File: config.mk
export PLATFORM = sky130hd
export DESIGN_NAME = rmth_ctrl
export DESIGN_NICKNAME = d
export VERILOG_FILES = /design/src/hdl/rmth_pkg.sv /design/src/hdl/rmth_ctrl.sv
export SDC_FILE = /design/constraint.sdc
export NUM_CORES = 1
export LEC_CHECK = 0
export BUFFER_PORTS_ARGS = -buffer_cell sky130_fd_sc_hd__buf_2
export CELL_PAD_IN_SITES_DETAIL_PLACEMENT = 1
export CELL_PAD_IN_SITES_GLOBAL_PLACEMENT = 2
export CORE_AREA = 2 2 142 144
export DETAILED_ROUTE_END_ITERATION = 12
export DIE_AREA = 0 0 144 146
export PLACE_DENSITY = 0.87
export REMOVE_ABC_BUFFERS = 1
export SYNTH_ARGS = -nofsm -noshare
export SYNTH_HDL_FRONTEND = slang
export SYNTH_SLANG_ARGS = --single-unit
File: constraint.sdc
create_clock -name clk -period 4.8 [get_ports clk]
set_clock_uncertainty 0.15 [all_clocks]
set_input_delay 0.24 -clock clk [delete_from_list [all_inputs] [get_ports clk]]
set_output_delay 0.24 -clock clk [all_outputs]
set_load 0.02 [all_outputs]
File: src/hdl/rmth_pkg.sv
// ----------------------------------------------------------------------------
// rmth_pkg
// shared types and constants for the running median block
// ----------------------------------------------------------------------------
package rmth_pkg;

    localparam int CAPACITY   = 1024;
    localparam int HEAP_DEPTH = CAPACITY / 2 + 2;
    localparam int ADDR_W     = $clog2(HEAP_DEPTH);
    localparam int SIZE_W     = $clog2(CAPACITY + 1);
    localparam int KEY_W      = 32;

    typedef logic [KEY_W-1:0]  key_t;
    typedef logic [ADDR_W-1:0] addr_t;
    typedef logic [SIZE_W-1:0] size_t;

    typedef struct packed {
        logic signed [31:0] sample;
        logic               restart;
    } in_req_t;

    typedef struct packed {
        logic signed [31:0] median;
        logic               dropped;
    } out_req_t;

    // heap operation codes
    localparam logic [1:0] OP_PUSH = 2'd0;
    localparam logic [1:0] OP_POP  = 2'd1;

    // command from controller to a heap datapath
    typedef struct packed {
        logic       start;
        logic [1:0] op;
        logic       clear;
        key_t       key;
    } heap_cmd_t;

    // status from a heap datapath
    typedef struct packed {
        logic  busy;
        key_t  top;
        key_t  popped;
        size_t size;
    } heap_sts_t;

endpackage

File: src/hdl/rmth_ctrl.sv
// ----------------------------------------------------------------------------
// rmth_ctrl
// sequencer: insert, rebalance, report median
// ----------------------------------------------------------------------------
module rmth_ctrl (
    input  logic                clk,
    input  logic                rst_n,
    input  logic                in_valid,
    output logic                in_stall,
    input  rmth_pkg::in_req_t   in_req,
    output logic                out_valid,
    input  logic                out_stall,
    output rmth_pkg::out_req_t  out_req,
    output rmth_pkg::heap_cmd_t lo_cmd,
    input  rmth_pkg::heap_sts_t lo_sts,
    output rmth_pkg::heap_cmd_t up_cmd,
    input  rmth_pkg::heap_sts_t up_sts
);
    import rmth_pkg::*;

    localparam logic [2:0] C_IDLE  = 3'd0;
    localparam logic [2:0] C_INS   = 3'd1;
    localparam logic [2:0] C_WAIT1 = 3'd2;
    localparam logic [2:0] C_BAL   = 3'd3;
    localparam logic [2:0] C_POPW  = 3'd4;
    localparam logic [2:0] C_PUSHW = 3'd5;
    localparam logic [2:0] C_OUT   = 3'd6;

    logic [2:0] state_reg, state_next;
    key_t key_reg, key_next;
    logic drop_reg, drop_next;
    logic dir_reg, dir_next;     // 1: move lower top to upper
    logic ov_reg, ov_next;
    out_req_t ob_reg, ob_next;
    logic busy;

    assign busy = lo_sts.busy | up_sts.busy;

    always_ff @(posedge clk or negedge rst_n)
    begin
        if (!rst_n)
        begin
            state_reg <= C_IDLE;
            ov_reg    <= 1'b0;
        end
        else
        begin
            state_reg <= state_next;
            ov_reg    <= ov_next;
        end
    end

    always_ff @(posedge clk)
    begin
        key_reg  <= key_next;
        drop_reg <= drop_next;
        dir_reg  <= dir_next;
        ob_reg   <= ob_next;
    end

    assign in_stall  = (state_reg != C_IDLE);
    assign out_valid = ov_reg;
    assign out_req   = ob_reg;

    always_comb
    begin
        state_next = state_reg;
        key_next   = key_reg;
        drop_next  = drop_reg;
        dir_next   = dir_reg;
        ov_next    = ov_reg && out_stall;
        ob_next    = ob_reg;
        lo_cmd     = '0;
        up_cmd     = '0;
        case (state_reg)
            C_IDLE:
            begin
                if (in_valid)
                begin
                    key_next  = {~in_req.sample[31], in_req.sample[30:0]};
                    lo_cmd.clear = in_req.restart;
                    up_cmd.clear = in_req.restart;
                    drop_next = !in_req.restart &&
                        ((SIZE_W+1)'(lo_sts.size) + (SIZE_W+1)'(up_sts.size)
                         >= (SIZE_W+1)'(CAPACITY));
                    state_next = C_INS;
                end
            end
            C_INS:
            begin
                if (drop_reg)
                begin
                    state_next = C_OUT;
                end
                else if (lo_sts.size == '0 || key_reg <= ~lo_sts.top)
                begin
                    lo_cmd.start = 1'b1;
                    lo_cmd.op    = OP_PUSH;
                    lo_cmd.key   = ~key_reg;
                    state_next   = C_WAIT1;
                end
                else
                begin
                    up_cmd.start = 1'b1;
                    up_cmd.op    = OP_PUSH;
                    up_cmd.key   = key_reg;
                    state_next   = C_WAIT1;
                end
            end
            C_WAIT1:
            begin
                if (!busy) state_next = C_BAL;
            end
            C_BAL:
            begin
                if (lo_sts.size > up_sts.size + SIZE_W'(1))
                begin
                    lo_cmd.start = 1'b1;
                    lo_cmd.op    = OP_POP;
                    dir_next     = 1'b1;
                    state_next   = C_POPW;
                end
                else if (up_sts.size > lo_sts.size)
                begin
                    up_cmd.start = 1'b1;
                    up_cmd.op    = OP_POP;
                    dir_next     = 1'b0;
                    state_next   = C_POPW;
                end
                else
                begin
                    state_next = C_OUT;
                end
            end
            C_POPW:
            begin
                if (!busy)
                begin
                    if (dir_reg)
                    begin
                        up_cmd.start = 1'b1;
                        up_cmd.op    = OP_PUSH;
                        up_cmd.key   = ~lo_sts.popped;
                    end
                    else
                    begin
                        lo_cmd.start = 1'b1;
                        lo_cmd.op    = OP_PUSH;
                        lo_cmd.key   = ~up_sts.popped;
                    end
                    state_next = C_PUSHW;
                end
            end
            C_PUSHW:
            begin
                if (!busy) state_next = C_OUT;
            end
            C_OUT:
            begin
                if (!ov_reg || !out_stall)
                begin
                    ov_next = 1'b1;
                    ob_next.dropped = drop_reg;
                    ob_next.median  = (lo_sts.size == '0) ? '0 :
                        $signed({lo_sts.top[31], ~lo_sts.top[30:0]});
                    state_next = C_IDLE;
                end
            end
            default:
            begin
                state_next = C_IDLE;
            end
        endcase
    end

endmodule

==> impl_metrics.json <==
{
  "grt_max_degree": 34,
  "antenna_found_initial": 1,
  "worstPathMaxFanout": 33,
  "fillers": 2316,
  "fp.dieW_um": 144,
  "clkTransAtPathRegs_ns": 0.06,
  "cap_viol_max_count": 0,
  "drive_gt1_frac": 0.410,
  "clock_latency_ns": 0.34,
  "core_um2": 19300,
  "critPathLaunch": "key_reg[26]",
  "cts.sinks": 71,
  "place.gp.congestion": 0.839,
  "netlist_top_cells_area": "edfxtp_1, ha_1, o32ai_2",
  "final.setup.tns_ns": 0,
  "cts_buffers": 9,
  "setup_violations": 0,
  "syn_area_um2": 5160,
  "io_buffers": 261,
  "grt_pass1_vias": 5260,
  "fin_crit_ns": 3.98,
  "switching_share": 0.402,
  "synth.top_cell.area_share": 0.390,
  "ios": 296,
  "cts_resized": 0,
  "core.rowCount": 51,
  "track_usage": 0.191,
  "fin_crit_sh": 0.830,
  "vias_per_cell": 4.87,
  "synth_xor_area_frac": 0.0170,
  "clock-root-buffer": "clkbuf_16",
  "htree_levels": 3,
  "fmax_mhz": 251,
  "ys_types": 52,
  "final_nets": 1033,
  "synth_enable_flop_cells": 67,
  "start_util": 0.267,
  "ys.flop_type": "edfxtp_1",
  "r2r-start": "state_reg[2]",
  "combPwrFrac": 0.371,
  "fin_util": 0.380,
  "status": "finished clean",
  "drcViolationCount": 0,
  "ys_ff_latch": 71,
  "hpwlAfterDp_mm": 15.8,
  "cts_tree": "done",
  "power_frac_clock": 0.254,
  "synthTopCellsByCount": "edfxtp_1, ha_1, nor2_1",
  "drt-pass1-iter-count": 4,
  "min_path_type": "input pin to register",
  "rsz0062_at_grt": "no",
  "grt_pass1_wl_mm": 30.0,
  "p_sw_mw": 1.01,
  "drt_iter0_drc": 203,
  "routedWlPerCell_um": 19.5,
  "grt_overflow_total": 0,
  "cellPowerDensity_nw_per_um2": 343,
  "vias": 5107,
  "synth_top_family_by_area": "compound AO/OA/AOI/OAI gates",
  "synth_compound_area_frac": 0.219,
  "irDropWorstVdd_mv": 0.121,
  "seq_area_frac_synth": 0.409,
  "ys_warn_count": 0,
  "seq_power_share": 0.375,
  "syn2layout_area_growth_pct": 42.4,
  "drt_wl_total_mm": 20.4,
  "die_area_um2": 21000,
  "avgSynthCellArea_um2": 10.5,
  "p_int_mw": 1.51,
  "cts_max_path_buffers": 2,
  "min-delay-start": "lo_sts[60]",
  "crit_type": "register to output port",
  "leakagePower_nw": 3.30,
  "synth.most_common_cell": "edfxtp_1",
  "report.final.slew_viol_count": 0,
  "cp.arrival_ns": 3.59,
  "synthMuxAreaShare": 0.00218,
  "startpoint_type": "register",
  "die_h_um": 146,
  "ant_nets": 0,
  "worst_pin_slew_ns": 1.05,
  "cp-end-kind": "output port",
  "syn_inst": 492,
  "largest_reg_flops": 33,
  "async_reset_ff_frac": 0.0563,
  "synth_adder_area_share": 0.164,
  "crit_required_ns": 4.41,
  "post_synth_and_or_nand_nor_area_fraction": 0.138,
  "yosys.area.top_type": "edfxtp_1",
  "relSlewSlack": 0.302,
  "hold_viol_final": 0
}
==> cell families (layout without fill, tap and decap cells) <==
kind of cell               Yosys count  after routing
other                                1              3
adders and majority gates           67             67
and+or+nand+nor                    153            153
xor gates and xnor gates            10             10
AOI/OAI and AO/OA                  131            131
DFF                                 71             71
muxes                                1              1
buffers and inverters               58            347
==> path summary, 6_finish.rpt <==
check / depth (start not counted) / end / slack (ns)
max reg2reg: 2 / key_reg[15] / 2.31
min in group asynchronous: 2 / state_reg[0] / 0.08
min: 2 / out_req[18] / 0.03
max in group asynchronous: 2 / state_reg[2] / 4.30
min reg2reg: 0 / out_req[0] / 0.41
max: 8 / lo_cmd[8] / 0.82
==> cell usage in the layout (no fill, tap or decap), drive strengths merged, types with 2 or more instances in the layout <==
cell type / netlist / final
buf: 9 / 269
o21ai: 11 / 11
a31oi: 2 / 2
clkbuf: 20 / 9
xor2: 6 / 6
a211o: 2 / 2
nor2: 51 / 51
and2: 2 / 2
and3: 6 / 6
clkinv: 0 / 4
o221ai: 2 / 2
conb: 1 / 2
nand3: 11 / 11
nor4: 5 / 5
nand3b: 3 / 3
xnor2: 4 / 4
dfrtp: 4 / 4
a21oi: 27 / 27
nor2b: 5 / 5
inv: 29 / 31
nand2: 48 / 48
dlygate4sd3: 0 / 33
o22ai: 33 / 33
edfxtp: 67 / 67
a21o: 4 / 4
nor3: 5 / 5
o32ai: 33 / 33
ha: 66 / 66
o21a: 2 / 2
a211oi: 3 / 3
nand4: 11 / 11
a221o: 3 / 3
==> final cells by class <==
type	instances	area [µm²]	area share
multi-input combinational	364	2830	0.385
sequential	71	2110	0.287
timing repair buffer	302	1700	0.231
tap	265	332	0.0451
clock buffer	9	225	0.0306
inverter	29	109	0.0148
clock inverter	7	46.3	0.00630
antenna	1	2.50	0.000340
==> per-stage QoR <==
step	hold WS (ns)	cell area (µm²)	power, mW	instances	setup slack (ns)
6_report	0.0292	7350	2.52	1048	0.815
5_1_grt	0.0197	7350	2.67	1048	0.546
4_1_cts	0.0197	7350	2.56	1047	0.740
3_5_place_dp	-0.0959	6750	1.88	998	1.13
3_3_place_gp	-0.0973	6750	1.86	998	1.19
2_1_floorplan	-0.206	5020	1.47	464	0.903
==> power by group through the flow <==
stage	combinational [mW]	sequential [mW]	clock, mW
after floorplan	0.483	0.984	0
after global placement	0.906	0.957	0
after detailed placement	0.924	0.960	0
after CTS	0.949	0.947	0.660
after global routing	1.03	0.962	0.679
final	0.934	0.945	0.642
==> layer usage <==
layer,track usage,share of wire,up-vias
li1,-,-,2452
met1,0.225,0.41,2452
met2,0.341,0.51,185
met3,0.0405,0.063,18
met4,0.0627,0.019,0
met5,0,0,-
==> what timing repair did <==
action,4_1_cts,5_1_grt
setup endpoints to repair,0,0
hold buffers,33,0
buffers inserted,0,0
hold endpoints to repair,36,0
==> critical path: stages (launching register included) <==
cell and delay (ns):
edfxtp_1 0.49, ha_1 0.37, nand4_1 0.20, nor4_2 0.49, a31oi_1 0.16, o31a_1 0.18
a41o_2 0.62, o32ai_1 0.48, buf_2 0.24
(Power assumes the default switching activity.)
